===== src/rtl/fltw_pkg.sv =====
// ============================================================================
// fltw_pkg
// Shared types and constants of the four-level page-table walker.
// ============================================================================
package fltw_pkg;

    localparam int unsigned VA_W     = 48;
    localparam int unsigned PA_W     = 52;
    localparam int unsigned ENTRY_W  = 64;
    localparam int unsigned PAGE_W   = 40;
    localparam int unsigned IDX_W    = 9;
    localparam int unsigned OFFS_W   = 16;
    localparam int unsigned CFG_IDX_W = 2;

    typedef enum logic [1:0] {
        OP_WRITE     = 2'd0,
        OP_READ      = 2'd1,
        OP_TRANSLATE = 2'd2,
        OP_MAP       = 2'd3
    } opcode_t;

    typedef enum logic [1:0] {
        ST_OK          = 2'd0,
        ST_NOT_PRESENT = 2'd1,
        ST_OUTSIDE     = 2'd2,
        ST_POOL_EMPTY  = 2'd3
    } status_t;

    typedef enum logic [1:0] {
        CFG_ROOT       = 2'd0,
        CFG_WINDOW     = 2'd1,
        CFG_POOL_FIRST = 2'd2,
        CFG_POOL_LAST  = 2'd3
    } cfg_index_t;

    localparam logic [63:0] LINK_FLAGS  = 64'h3;
    localparam logic [63:0] OFFSET_MASK = 64'hfff;
    localparam logic [OFFS_W-1:0] OFFS_MAX = 16'hffff;

    // datapath commands
    typedef struct packed {
        logic       load;        // capture input word, start walk at root
        logic       lookup;      // present current page/index to memory
        logic       rd;          // issue memory read at current address
        logic       wr_entry;    // write input entry at current address
        logic       wr_link;     // write link to allocated page at current address
        logic       wr_leaf;     // write pa|3 at current address
        logic       alloc;       // take pool page, start zeroing
        logic       zero_wr;     // write zero at zero pointer
        logic       follow;      // take next page from read data
        logic       follow_new;  // take next page from allocated page
        logic       level_dec;   // go to next lower level
        logic       set_result;  // capture read data as result
        logic       set_xlate;   // capture translated address as result
    } dp_cmd_t;

    typedef struct packed {
        opcode_t    op;
        logic       page_ok;     // current page inside window
        logic       present;     // read data bit 0
        logic [1:0] level;
        logic       pool_ok;     // pool has a free page
        logic       pool_in_win; // next pool page inside window
        logic       zero_last;   // last zeroing write
        logic       clearing;    // memory clear after reset in progress
    } dp_stat_t;

endpackage


===== src/rtl/fltw_ctrl.sv =====
// ============================================================================
// fltw_ctrl
// Sequencer of one item: lookup, read, allocate/zero/link, respond.
// ============================================================================
module fltw_ctrl (
    input  logic                 clk,
    input  logic                 rst_n,
    input  logic                 in_valid,
    output logic                 in_ready,
    output logic                 out_valid,
    input  logic                 out_ready,
    output logic [1:0]           out_status,
    output fltw_pkg::dp_cmd_t    cmd,
    input  fltw_pkg::dp_stat_t   stat
);
    typedef enum logic [6:0] {
        S_IDLE   = 7'b000_0001,
        S_LOOK   = 7'b000_0010,
        S_CHECK  = 7'b000_0100,
        S_EVAL   = 7'b000_1000,
        S_ZERO   = 7'b001_0000,
        S_LINK   = 7'b010_0000,
        S_RESP   = 7'b100_0000
    } state_t;

    state_t            state_reg, state_next;
    fltw_pkg::status_t status_reg, status_next;

    always_comb
    begin
        state_next  = state_reg;
        status_next = status_reg;
        cmd         = '0;
        in_ready    = 1'b0;
        case (state_reg)
            S_IDLE:
            begin
                in_ready = !stat.clearing;
                if (in_valid && !stat.clearing)
                begin
                    cmd.load    = 1'b1;
                    status_next = fltw_pkg::ST_OK;
                    state_next  = S_LOOK;
                end
            end
            S_LOOK:
            begin
                cmd.lookup = 1'b1;
                state_next = S_CHECK;
            end
            S_CHECK:
            begin
                if (!stat.page_ok)
                begin
                    status_next = fltw_pkg::ST_OUTSIDE;
                    state_next  = S_RESP;
                end
                else if (stat.op == fltw_pkg::OP_WRITE)
                begin
                    cmd.wr_entry = 1'b1;
                    state_next   = S_RESP;
                end
                else if (stat.op == fltw_pkg::OP_MAP && stat.level == 2'd0)
                begin
                    cmd.wr_leaf = 1'b1;
                    state_next  = S_RESP;
                end
                else
                begin
                    cmd.rd     = 1'b1;
                    state_next = S_EVAL;
                end
            end
            S_EVAL:
            begin
                case (stat.op)
                    fltw_pkg::OP_READ:
                    begin
                        cmd.set_result = 1'b1;
                        state_next     = S_RESP;
                    end
                    fltw_pkg::OP_TRANSLATE:
                    begin
                        if (!stat.present)
                        begin
                            status_next = fltw_pkg::ST_NOT_PRESENT;
                            state_next  = S_RESP;
                        end
                        else if (stat.level == 2'd0)
                        begin
                            cmd.set_xlate = 1'b1;
                            state_next    = S_RESP;
                        end
                        else
                        begin
                            cmd.follow    = 1'b1;
                            cmd.level_dec = 1'b1;
                            state_next    = S_LOOK;
                        end
                    end
                    default:
                    begin
                        if (stat.present)
                        begin
                            cmd.follow    = 1'b1;
                            cmd.level_dec = 1'b1;
                            state_next    = S_LOOK;
                        end
                        else if (!stat.pool_ok)
                        begin
                            status_next = fltw_pkg::ST_POOL_EMPTY;
                            state_next  = S_RESP;
                        end
                        else if (!stat.pool_in_win)
                        begin
                            status_next = fltw_pkg::ST_OUTSIDE;
                            state_next  = S_RESP;
                        end
                        else
                        begin
                            cmd.alloc  = 1'b1;
                            state_next = S_ZERO;
                        end
                    end
                endcase
            end
            S_ZERO:
            begin
                cmd.zero_wr = 1'b1;
                if (stat.zero_last)
                    state_next = S_LINK;
            end
            S_LINK:
            begin
                cmd.wr_link    = 1'b1;
                cmd.follow_new = 1'b1;
                cmd.level_dec  = 1'b1;
                state_next     = S_LOOK;
            end
            S_RESP:
            begin
                if (out_ready)
                    state_next = S_IDLE;
            end
            default: state_next = S_IDLE;
        endcase
    end

    always_ff @(posedge clk or negedge rst_n)
    begin
        if (!rst_n)
        begin
            state_reg  <= S_IDLE;
            status_reg <= fltw_pkg::ST_OK;
        end
        else
        begin
            state_reg  <= state_next;
            status_reg <= status_next;
        end
    end

    assign out_valid  = (state_reg == S_RESP);
    assign out_status = status_reg;

    a_onehot: assert property (@(posedge clk) disable iff (!rst_n) $onehot(state_reg))
        else $error("state not one-hot");
    a_zero_to_link: assert property (@(posedge clk) disable iff (!rst_n)
        (state_reg == S_ZERO && stat.zero_last) |=> state_reg == S_LINK)
        else $error("zeroing did not end in link");
    a_resp_hold: assert property (@(posedge clk) disable iff (!rst_n)
        (out_valid && !out_ready) |=> out_valid && $stable(status_reg))
        else $error("response dropped");
    a_alloc_map: assert property (@(posedge clk) disable iff (!rst_n)
        cmd.alloc |-> stat.op == fltw_pkg::OP_MAP)
        else $error("allocation outside map");

endmodule


===== config.mk =====
export PLATFORM = sky130hd
export DESIGN_NAME = fltw_ctrl
export DESIGN_NICKNAME = d
export VERILOG_FILES = /design/src/rtl/fltw_pkg.sv /design/src/rtl/fltw_ctrl.sv
export SDC_FILE = /design/constraint.sdc
export NUM_CORES = 1
export LEC_CHECK = 0
export BUFFER_PORTS_ARGS = -buffer_cell sky130_fd_sc_hd__buf_2
export CAP_MARGIN = 20
export CORE_MARGIN = 1.5
export CORE_UTILIZATION = 29
export CTS_CLUSTER_DIAMETER = 200
export DETAILED_ROUTE_END_ITERATION = 8
export PLACE_DENSITY_LB_ADDON = 0.05
export SETUP_SLACK_MARGIN = 0.2
export SYNTH_ARGS = -nofsm -noshare
export SYNTH_HDL_FRONTEND = slang
export SYNTH_SLANG_ARGS = --single-unit

===== constraint.sdc =====
create_clock -name clk -period 2.41 [get_ports clk]
set_clock_uncertainty 0.1 [all_clocks]
set_input_delay 0.482 -clock clk [delete_from_list [all_inputs] [get_ports clk]]
set_output_delay 0.482 -clock clk [all_outputs]
set_load 0.1 [all_outputs]

==> results.txt, run 1 <==
----------------------------------------------------
[Status]
  Outcome ... finished with violations
  Violations in the final reports ... setup timing

[Route]
  Detailed-router iteration count before antenna repair ... 4
  DRT Wirelength ... 2620 um
  Vias after detailed routing ... 955
  DRC violation count after routing ... 0
  Mean routed wirelength per cell ... 13.9 um
  Initial drt markers ... 19
  Final antenna-violating net count ... 0
  Routed via count divided by cell count ... 5.05

[Critical path]
  Slowest stage delay, CP ... 530 ps
  Category of the most critical setup path ... reg -> out
  Highest net fanout along the worst path ... 4
  Critical path arrival ... 1850 ps
  CP Launch Type ... flip-flop
  Critical-path cell with the highest stage delay ... sky130_fd_sc_hd__or4_4
  Worst endpoint required time ... 1830 ps
  Worst setup EP type ... primary output
  Buffers plus inverters on the worst setup path ... 1
  Critical Path, Cell by Cell ... nor3_4 -> nand2_2 -> or4_4 -> a21oi_4 -> buf_12
  Top delay family on crit path ... simple AND/OR/NAND/NOR gates

[Global routing]
  Met3 usage in global routing ... ~4.9%
  Initial antenna violation count ... 0
  Layer carrying the most global-route usage ... met2
  First-pass GRT wire length ... 4400 um
  GR Overflow Total ... 0
  Global-route usage over all layers ... between 10% and 20%
  Via count of the first global-routing pass ... 993
  Global routing usage on met2 ... around 27%
  M1 GR Usage ... roughly 25%
  Maximum number of pins on one net before global-route repair ... 14

[STA]
  Final Hold Viols ... 0
  Max transition margin ... 67.6%
  Max frequency ... 412 MHz
  Period utilization ... 101%
  Final setup margin ... -18.1 ps
  Sum Neg Setup Slack ... -18.6 ps
  Time the final worst path needs with I/O delays and setup ... ~2400 ps
  Final number of max-transition violations ... 0
  Measured slew at the worst slew-check pin ... 489 ps
  RSZ-0062 raised after global routing ... true
  Setup violators final ... 2

[Yosys]
  Number of synthesis warnings ... 0
  Synthesized area divided by synthesized cell count ... 8.16 um2
  Post-synth ARST share ... 100%
  Post-synthesis cell type count ... 42
  Total nets after synthesis ... around 120
  Area of the mapped netlist ... 816 um2
  Synth Flop Type ... sky130_fd_sc_hd__dfrtp_1
  Instance count of the mapped netlist ... 100
  EDFF count, synth ... 0
  Sequential fraction of the synthesis area ... 27.8%
  Post-synthesis register bit count ... 9

[Die]
  Width of the chip ... 56.0 um
  I/O pin cnt ... 31
  Initial standard-cell utilization of the core ... 30.1%
  Vertical extent of the die ... 56.0 um
  Core Region ... 2710 um2
  Die area ... around 3100 um2
  FP Rows ... 19

[Final layout]
  Final-stage net count ... 177
  Flip-flop count of the largest register after layout ... 7
  Final core occ ... 60.4%
  Filler Cell Count ... 260
  Syn-to-layout area delta ... 101%
  Diodes inserted ... 0
  Most common cell after layout, fill and taps aside ... sky130_fd_sc_hd__buf_4
  Share of layout cells above drive strength 1 ... about three fifths
  Commonest non-fill, non-tap cells in the layout ... sky130_fd_sc_hd__buf_4, sky130_fd_sc_hd__buf_2, sky130_fd_sc_hd__buf_12, sky130_fd_sc_hd__nor2_4, sky130_fd_sc_hd__inv_1

[Place]
  Count of input and output buffers ... 30
  Place WS ... between 70 and 80 ps
  Half-perimeter wire length after placement ... 1900 um
  Routability congestion estimate ... approximately 0.77

[Clocking]
  Number of clock sinks ... 9
  Number of CTS-inserted buffers ... 3
  Clock Latency Late Sink ... 280 ps
  CTS tree ... built
  Max clock buf depth ... 2
  Clock slew at the register clock pins of the worst setup and hold paths ... 70 ps
  Root Driver ... sky130_fd_sc_hd__clkbuf_4
  Total number of H-tree levels ... 1

[Min path]
  Type of the tightest min-delay check ... in -> reg

[Run]
  Max-capacitance violation count ... 0

[Power and ir drop]
  Power density relative to cell area ... 895 nW/um2
  Max VDD drop ... 0.000824 V
  Static power due to leakage ... 0.720 nW

----------------------------------------------------
==> worst reg2reg max path, delay by kind of cell, from the launching register on <==
family                 cells  cell delay, ps
flip-flops                 1             450
AO/OA/AOI/OAI              3             500
AND/OR/NAND/NOR            2             210
buffers and inverters      3             450
==> metal layers <==
metal	vias up	routed length, um
met1	445	1200
met4	0	28
li1	484	-
met5	-	0
met3	4	124
met2	22	1270
==> synth_stat cells (2+ instances only) <==
master                      instances  area, um2
sky130_fd_sc_hd__a21oi_1            6       30.0
sky130_fd_sc_hd__and2_1             2       12.5
sky130_fd_sc_hd__and3_1             3       18.8
sky130_fd_sc_hd__and4b_1            3       30.0
sky130_fd_sc_hd__dfrtp_1            8        200
sky130_fd_sc_hd__ha_1               4       50.1
sky130_fd_sc_hd__inv_1              7       26.3
sky130_fd_sc_hd__nand2_1            7       26.3
sky130_fd_sc_hd__nand2b_1           3       18.8
sky130_fd_sc_hd__nand3_1            2       10.0
sky130_fd_sc_hd__nand3b_1           2       15.0
sky130_fd_sc_hd__nor2_1            12       45.0
sky130_fd_sc_hd__nor3_1             5       25.0
sky130_fd_sc_hd__o211ai_1           2       15.0
sky130_fd_sc_hd__o21ai_0            5       25.0
sky130_fd_sc_hd__o21ai_1            2       10.0
sky130_fd_sc_hd__o2bb2ai_1          2       17.5
==> worst paths after layout <==
kind                          startpoint             to  slack (ps)  depth (start not counted)
setup / recovery            state_reg[4]        cmd[10]         -20                          5
hold / removal                 out_ready   state_reg[6]         300                          2
setup reg to reg            state_reg[2]   state_reg[0]         610                          8
hold reg to reg            out_status[0]  out_status[0]         390                          1
max in group asynchronous          rst_n   state_reg[0]        1470                          2
min in group asynchronous          rst_n   state_reg[5]         490                          2
==> stage by stage <==
step	cell area [um2]	cells	hold WS [ps]	power [W]
after CTS	1450	176	293	0.00121
final	1640	189	300	0.00147
after global routing	1640	189	314	0.00155
after global placement	1320	165	252	0.00103
after floorplan	931	100	86.4	0.000808
after detailed placement	1320	165	254	0.00103
==> final cells by class <==
type | count | area [um2] | share of cell area, %
clock buffers | 3 | 22.5 | 1.38
clock inverters | 1 | 5.00 | 0.306
inverters | 7 | 26.3 | 1.60
multi-input cells | 81 | 713 | 43.5
flip-flops and latches | 9 | 233 | 14.2
well taps | 31 | 38.8 | 2.37
repair buffers | 57 | 599 | 36.6
==> power breakdown <==
| group | switching, W | internal, W |
|---|---|---|
| clock | 0.0000658 | 0.0000616 |
| combinational | 0.000586 | 0.000501 |
| sequential | 0.0000548 | 0.000196 |
==> logic make-up after synthesis <==
kind of cell / after synthesis / share of synthesized area, %
adders and majority gates: 4 / 6.14
buffers and inverters: 10 / 5.21
AOI/OAI and AO/OA: 27 / 22.9
DFF: 9 / 27.8
xor gates and xnor gates: 2 / 2.15
and+or+nand+nor: 48 / 35.9
==> what timing repair did <==
item	in CTS	in global routing
endpoints found under the setup margin	12	15
gates resized for setup	17	18
pin swaps	3	9
hold buffers	1	0
hold endpoints to repair	8	0
setup buffers	6	13
Power figures use the tool's default switching activity.
==> inputs of run 2 (changes only) <==
==> constraint.sdc (replaced) <==
create_clock -name clk -period 2 [get_ports clk]
set_clock_uncertainty 0.1 [all_clocks]
set_input_delay 0.4 -clock clk [delete_from_list [all_inputs] [get_ports clk]]
set_output_delay 0.4 -clock clk [all_outputs]
set_load 0.1 [all_outputs]
==> results.txt, run 2 (synthesis gave the netlist of run 1 again) <==
----------------------------------------------------
[Place]
  Routability congestion estimate ... 0.781 (+1.6%)
  Half-perimeter wire length after placement ... 2150 um (+14%)
  Count of input and output buffers ... 30 (unchanged)

[Global routing]
  GR Overflow Total ... 0 (unchanged)
  Via count of the first global-routing pass ... 1008 (+1.5%)
  Maximum number of pins on one net before global-route repair ... 14 (unchanged)
  First-pass GRT wire length ... 4550 um (+3.5%)
  Global-route usage over all layers ... 18.7% (+0.75 points)
  Initial antenna violation count ... 0 (unchanged)

[Power and ir drop]
  Clock power share ... 7.6% (-1.1 points)
  Gate power share ... 77.3% (+3.1 points)
  Power density relative to cell area ... 1090 nW/um2 (+22%)
  Static power due to leakage ... 0.812 nW (+13%)
  Switching Share ... 46.7% (-1.5 points)
  Max VDD drop ... 0.000784 V (-4.9%)
  Proportion of power drawn by flip-flops and latches ... 15.0% (-2.1 points)
  Net switching component of the power ... 0.000943 W (+33%)
  Int Pwr ... 0.00108 W (+42%)

[Critical path]
  Length in cells of the worst reg-to-reg path ... 6 (-2)
  Worst setup EP type ... primary output
  CP Launch Type ... flip-flop
  Capture point of the critical path ... cmd[10]
  Worst endpoint required time ... 1500 ps (-330 ps)
  Endpoint of the worst-slack reg-to-reg timing path ... state_reg[4]
  Highest net fanout along the worst path ... 3 (-1)
  Category of the most critical setup path ... reg -> out
  Critical path arrival ... 1850 ps (about the same)
  Startpoint of the worst-slack reg-to-reg timing path ... state_reg[1]
  Worst setup path startpoint ... state_reg[5]
  Minimum setup slack among reg-to-reg paths ... 210 ps (-400 ps)

[STA]
  RSZ-0062 raised after global routing ... true
  Measured slew at the worst slew-check pin ... 482 ps (-6.53 ps)
  Time the final worst path needs with I/O delays and setup ... between 2000 and 2500 ps
  Final number of max-transition violations ... 0 (unchanged)
  Sum Neg Setup Slack ... -3060 ps (-3040 ps)
  Period utilization ... 117%
  Final setup margin ... -349 ps (-331 ps)
  Max frequency ... between 400 and 500 MHz
  Max transition margin ... 68.1% (+0.43 points)
  Final Hold Viols ... 0 (unchanged)
  Setup violators final ... 14 (+12)

[Clocking]
  Root Driver ... sky130_fd_sc_hd__clkbuf_4
  Number of clock sinks ... 9 (unchanged)
  Number of CTS-inserted buffers ... 3 (unchanged)
  Max clock buf depth ... 2 (unchanged)
  Clock slew at the register clock pins of the worst setup and hold paths ... 70 ps (about the same)
  CTS tree ... built
  Total number of H-tree levels ... 1 (unchanged)
  Clock Latency Late Sink ... 270 ps (about the same)

[Final layout]
  Most common cell after layout, fill and taps aside ... sky130_fd_sc_hd__buf_4
  Syn-to-layout area delta ... 127%
  Final core occ ... 68.2% (+7.8 points)
  Diodes inserted ... 0 (unchanged)
  Commonest non-fill, non-tap cells in the layout ... sky130_fd_sc_hd__buf_4, sky130_fd_sc_hd__buf_2, sky130_fd_sc_hd__buf_12, sky130_fd_sc_hd__buf_6, sky130_fd_sc_hd__nor2_4
  Share of layout cells above drive strength 1 ... 66.9% (+8.0 points)
  Final-stage net count ... 194 (+9.6%)
  Flip-flop count of the largest register after layout ... 7 (unchanged)

[Die]
  Die area ... 3140 um2 (unchanged)
  Width of the chip ... 56.0 um (unchanged)
  Vertical extent of the die ... 56.0 um (unchanged)
  Initial standard-cell utilization of the core ... 30.1% (unchanged)
  I/O pin cnt ... 31 (unchanged)
  Core Region ... 2710 um2 (unchanged)
  FP Rows ... 19 (unchanged)

[Route]
  Initial drt markers ... 20 (+1)
  Detailed-router iteration count before antenna repair ... 4 (unchanged)
  Final antenna-violating net count ... 0 (unchanged)
  Vias after detailed routing ... 1079 (+13%)
  Mean routed wirelength per cell ... 14.8 um (+6.7%)
  DRC violation count after routing ... 0 (unchanged)
  Routed via count divided by cell count ... 5.24 (+3.7%)
  DRT Wirelength ... 3050 um (+16%)

[Min path]
  Type of the tightest min-delay check ... in -> reg

[Run]
  Max-capacitance violation count ... 0 (unchanged)

[Status]
  Violations in the final reports ... setup timing
  Outcome ... finished with violations

----------------------------------------------------
[run 2: cell types whose count changed in the layout (fill, tap and decap cells not counted), sizes merged]
| cell | change |
|---|---|
| buf | +17 |
| clkbuf | +1 |
| clkinv | -1 |
[run 2: how the worst min path moves through the flow]
stage                     to       from  cells past startpoint
2_1_floorplan  out_status[0]      rst_n                      0
6_report        state_reg[6]  out_ready                      2
3_3_place_gp    state_reg[2]      rst_n                      1
5_1_grt         state_reg[6]  out_ready                      2
3_5_place_dp    state_reg[2]      rst_n                      1
4_1_cts         state_reg[6]  out_ready                      2
[run 2: stage by stage]
step,hold slack [ps],std cells,total power (W),worst slack (ps),area (um2)
floorplan,4.41,100,0.000999,-486,968
global placement,170,184,0.00138,-123,1540
detailed placement,173,184,0.00139,-144,1540
CTS,214,192,0.00172,-352,1680
global route,236,206,0.00212,-393,1850
finish,226,206,0.00202,-349,1850
[run 2: metal layers]
layer / vias up / track usage, % / routed length [um]
li1: 516 / - / -
met1: 525 / 21.1 / 1210
met2: 32 / 33.9 / 1650
met3: 6 / 2.56 / 127
met4: 0 / 9.18 / 60
met5: - / 0 / 0
[run 2: repair_timing]
action,4_1_cts,5_1_grt
setup endpoints to repair,17,18
endpoints found under the hold margin,8,0
gates resized for setup,19,14
setup buffers,3,14
hold buffers,1,0
pin swaps,5,13
[run 2: cell type report]
cell class              instances  area, um2
repair buffers                 74        753
multi-input cells              81        773
flip-flops and latches          9        230
fillers                       224        862
inverters                       7       26.3
clock buffers                   4       26.3
well taps                      31       38.8
[run 2: worst max-delay path: stages (launching register included)]
cell and delay (ps):
sky130_fd_sc_hd__dfrtp_1 410, sky130_fd_sc_hd__nor3_4 200, sky130_fd_sc_hd__nand2_2 80, sky130_fd_sc_hd__or4_4 530
sky130_fd_sc_hd__a21oi_4 160, sky130_fd_sc_hd__buf_12 190
[run 2: power by group through the flow]
stage,logic [W],registers [W],clock network [W]
after floorplan,0.000635,0.000364,0
after global placement,0.00109,0.000294,0
after detailed placement,0.00109,0.000297,0
after CTS,0.00126,0.000308,0.000156
after global routing,0.00164,0.000311,0.000169
final,0.00156,0.000304,0.000154
==> inputs of run 3 (changes only) <==
--- a/config.mk
+++ b/config.mk
@@ -7,12 +7,16 @@
 export LEC_CHECK = 0
 export BUFFER_PORTS_ARGS = -buffer_cell sky130_fd_sc_hd__buf_2
 export CAP_MARGIN = 20
+export CELL_PAD_IN_SITES_DETAIL_PLACEMENT = 1
+export CELL_PAD_IN_SITES_GLOBAL_PLACEMENT = 1
 export CORE_MARGIN = 1.5
 export CORE_UTILIZATION = 29
 export CTS_CLUSTER_DIAMETER = 200
 export DETAILED_ROUTE_END_ITERATION = 8
 export PLACE_DENSITY_LB_ADDON = 0.05
+export REMOVE_ABC_BUFFERS = 1
 export SETUP_SLACK_MARGIN = 0.2
+export SLEW_MARGIN = 25
 export SYNTH_ARGS = -nofsm -noshare
 export SYNTH_HDL_FRONTEND = slang
 export SYNTH_SLANG_ARGS = --single-unit
==> results.txt, run 3 (synthesis gave the netlist of run 1 again) <==
----------------------------------------------------
[Min path]
  Min-delay src ... out_ready
  Type of the tightest min-delay check ... in -> reg
  Hold EP ... state_reg[6]
  Number of cells traversed by the worst hold path ... 2 (unchanged)

[Critical path]
  Slowest stage delay, CP ... 540 ps (about the same)
  Minimum setup slack among reg-to-reg paths ... -50 ps (-260 ps)
  Startpoint of the worst-slack reg-to-reg timing path ... state_reg[1]
  Critical-path cell with the highest stage delay ... sky130_fd_sc_hd__or4_4
  CP Launch Type ... flip-flop
  Critical Path, Cell by Cell ... nor3_4 -> nand2_2 -> or4_4 -> a21oi_4 -> buf_12
  Highest net fanout along the worst path ... 3 (unchanged)
  Length in cells of the worst reg-to-reg path ... 9 (+3)
  Category of the most critical setup path ... reg -> out
  Worst setup EP type ... primary output
  Critical path arrival ... 1930 ps (+80 ps)
  Worst endpoint required time ... 1500 ps (about the same)
  Endpoint of the worst-slack reg-to-reg timing path ... state_reg[0]

[Status]
  Violations in the final reports ... setup timing
  Outcome ... finished with violations

[Global routing]
  Via count of the first global-routing pass ... 1180 (+17%)
  Maximum number of pins on one net before global-route repair ... 13 (-1)
  Global-route usage over all layers ... 23.8% (+5.1 points)
  Initial antenna violation count ... 0 (unchanged)
  First-pass GRT wire length ... 5800 um (+27%)
  GR Overflow Total ... 0 (unchanged)

[Clocking]
  Total number of H-tree levels ... 1 (unchanged)
  Number of clock sinks ... 9 (unchanged)
  Number of CTS-inserted buffers ... 3 (unchanged)
  Clock slew at the register clock pins of the worst setup and hold paths ... 80 ps (about the same)
  Max clock buf depth ... 2 (unchanged)
  Root Driver ... sky130_fd_sc_hd__clkbuf_4
  CTS tree ... built
  Clock Latency Late Sink ... 280 ps (about the same)

[Power and ir drop]
  Gate power share ... 78.8% (+1.5 points)
  Clock power share ... 6.9% (-0.7 points)
  Int Pwr ... 0.00112 W (+4.2%)
  Switching Share ... 48.7% (+2.1 points)
  Proportion of power drawn by flip-flops and latches ... 14.3% (-0.7 points)
  Net switching component of the power ... 0.00107 W (+13%)
  Power density relative to cell area ... 1180 nW/um2 (+7.9%)
  Static power due to leakage ... 0.843 nW (+3.8%)
  Max VDD drop ... 0.000973 V (+24%)
  Final total power ... 0.00219 W (+8.5%)

[STA]
  Max frequency ... 411 MHz (-3.5%)
  Setup violators final ... 16 (+2)
  Final setup margin ... -434 ps (-84.8 ps)
  Final number of max-transition violations ... 0 (unchanged)
  Time the final worst path needs with I/O delays and setup ... 2430 ps (+84.8 ps)
  Measured slew at the worst slew-check pin ... 542 ps (+59.5 ps)
  Sum Neg Setup Slack ... -3510 ps (-445 ps)
  Final Hold Viols ... 0 (unchanged)
  Period utilization ... 122% (+4.2 points)
  Worst slack on hold paths ... 230 ps (+3.61 ps)
  RSZ-0062 raised after global routing ... true
  Max transition margin ... 63.7% (-4.3 points)

[Die]
  FP Rows ... 19 (unchanged)
  Width of the chip ... 56.0 um (unchanged)
  I/O pin cnt ... 31 (unchanged)
  Die area ... 3140 um2 (unchanged)
  Initial standard-cell utilization of the core ... 30.1% (unchanged)
  Vertical extent of the die ... 56.0 um (unchanged)
  Core Region ... 2710 um2 (unchanged)

[Route]
  Detailed-router iteration count before antenna repair ... 4 (unchanged)
  DRT Wirelength ... 4700 um (+54%)
  Final antenna-violating net count ... 0 (unchanged)
  Mean routed wirelength per cell ... 22.2 um (+50%)
  Vias after detailed routing ... 1178 (+9.2%)
  DRC violation count after routing ... 0 (unchanged)
  Initial drt markers ... 38 (+90%)
  Routed via count divided by cell count ... 5.56 (+6.1%)

[Place]
  Count of input and output buffers ... 30 (unchanged)
  Cell area after placement ... 1420 um2 (-7.7%)
  Routability congestion estimate ... 0.811 (+3.8%)
  Half-perimeter wire length after placement ... 2320 um (+7.8%)
  Place WS ... -255 ps (-110 ps)

[Final layout]
  Final-stage net count ... 200 (+3.1%)
  Post-layout instance area ... 1860 um2 (+0.47%)
  Diodes inserted ... 0 (unchanged)
  Syn-to-layout area delta ... 128%
  Commonest non-fill, non-tap cells in the layout ... sky130_fd_sc_hd__buf_4, sky130_fd_sc_hd__buf_2, sky130_fd_sc_hd__buf_12, sky130_fd_sc_hd__buf_6, sky130_fd_sc_hd__nor2_4
  Most common cell after layout, fill and taps aside ... sky130_fd_sc_hd__buf_4
  Flip-flop count of the largest register after layout ... 7 (unchanged)
  Share of layout cells above drive strength 1 ... 66.3% (-0.56 points)

[Run]
  Max-capacitance violation count ... 0 (unchanged)

----------------------------------------------------
[run 3: metrics by stage]
stage               instances  util (%)
finish                    212      68.5
global route              212      68.5
CTS                       198      62.4
detailed placement        186      52.5
global placement          186      52.5
floorplan                  97         -
[run 3: worst max-delay path by stage]
stage / start / end / slack [ps] / cells after the start
5_1_grt: state_reg[5] / cmd[10] / -490 / 5
6_report: state_reg[5] / cmd[10] / -430 / 5
4_1_cts: state_reg[5] / cmd[10] / -360 / 5
2_1_floorplan: state_reg[6] / cmd[3] / -1760 / 3
3_3_place_gp: stat[8] / cmd[10] / -200 / 6
3_5_place_dp: stat[8] / cmd[10] / -250 / 6
[run 3: layout make-up]
type                            instances  area, um2
Tap cell                               31       38.8
Clock buffer                            3       22.5
Timing Repair Buffer                   80        802
Inverter                                7       26.3
Fill cell                             288        853
Multi-Input combinational cell         81        731
Sequential cell                         9        231
Clock inverter                          1       5.00
[run 3: critical path: cells and delay by family, from the launching register on]
family | cells | cell delay (ps)
buf+inv | 1 | 190
simple gates | 3 | 870
flops | 1 | 430
compound gates | 1 | 160
[run 3: power by group through the flow]
stage               clock network, W  registers [W]  logic [W]
floorplan                          0       0.000381   0.000501
global placement                   0       0.000280    0.00103
detailed placement                 0       0.000285    0.00104
CTS                         0.000152       0.000303    0.00134
global route                0.000165       0.000317    0.00180
finish                      0.000152       0.000313    0.00173
[run 3: metal layers]
metal / wire length, um / up-vias / part of all wire [%] / GRT usage [%]
met4: 121 / 0 / 2.6 / 5.10
met5: 0 / - / 0 / 0
met2: 2420 / 49 / 52 / 42.0
met1: 1860 / 587 / 40 / 28.9
li1: - / 528 / - / -
met3: 297 / 14 / 6.3 / 6.05
[run 3: timing repair]
item	4_1_cts	5_1_grt
hold buffers	1	0
endpoints found under the hold margin	8	0
cloned	0	0
buffers inserted	7	14
pin swaps	12	13
gates resized for setup	43	16
endpoints found under the setup margin	16	19
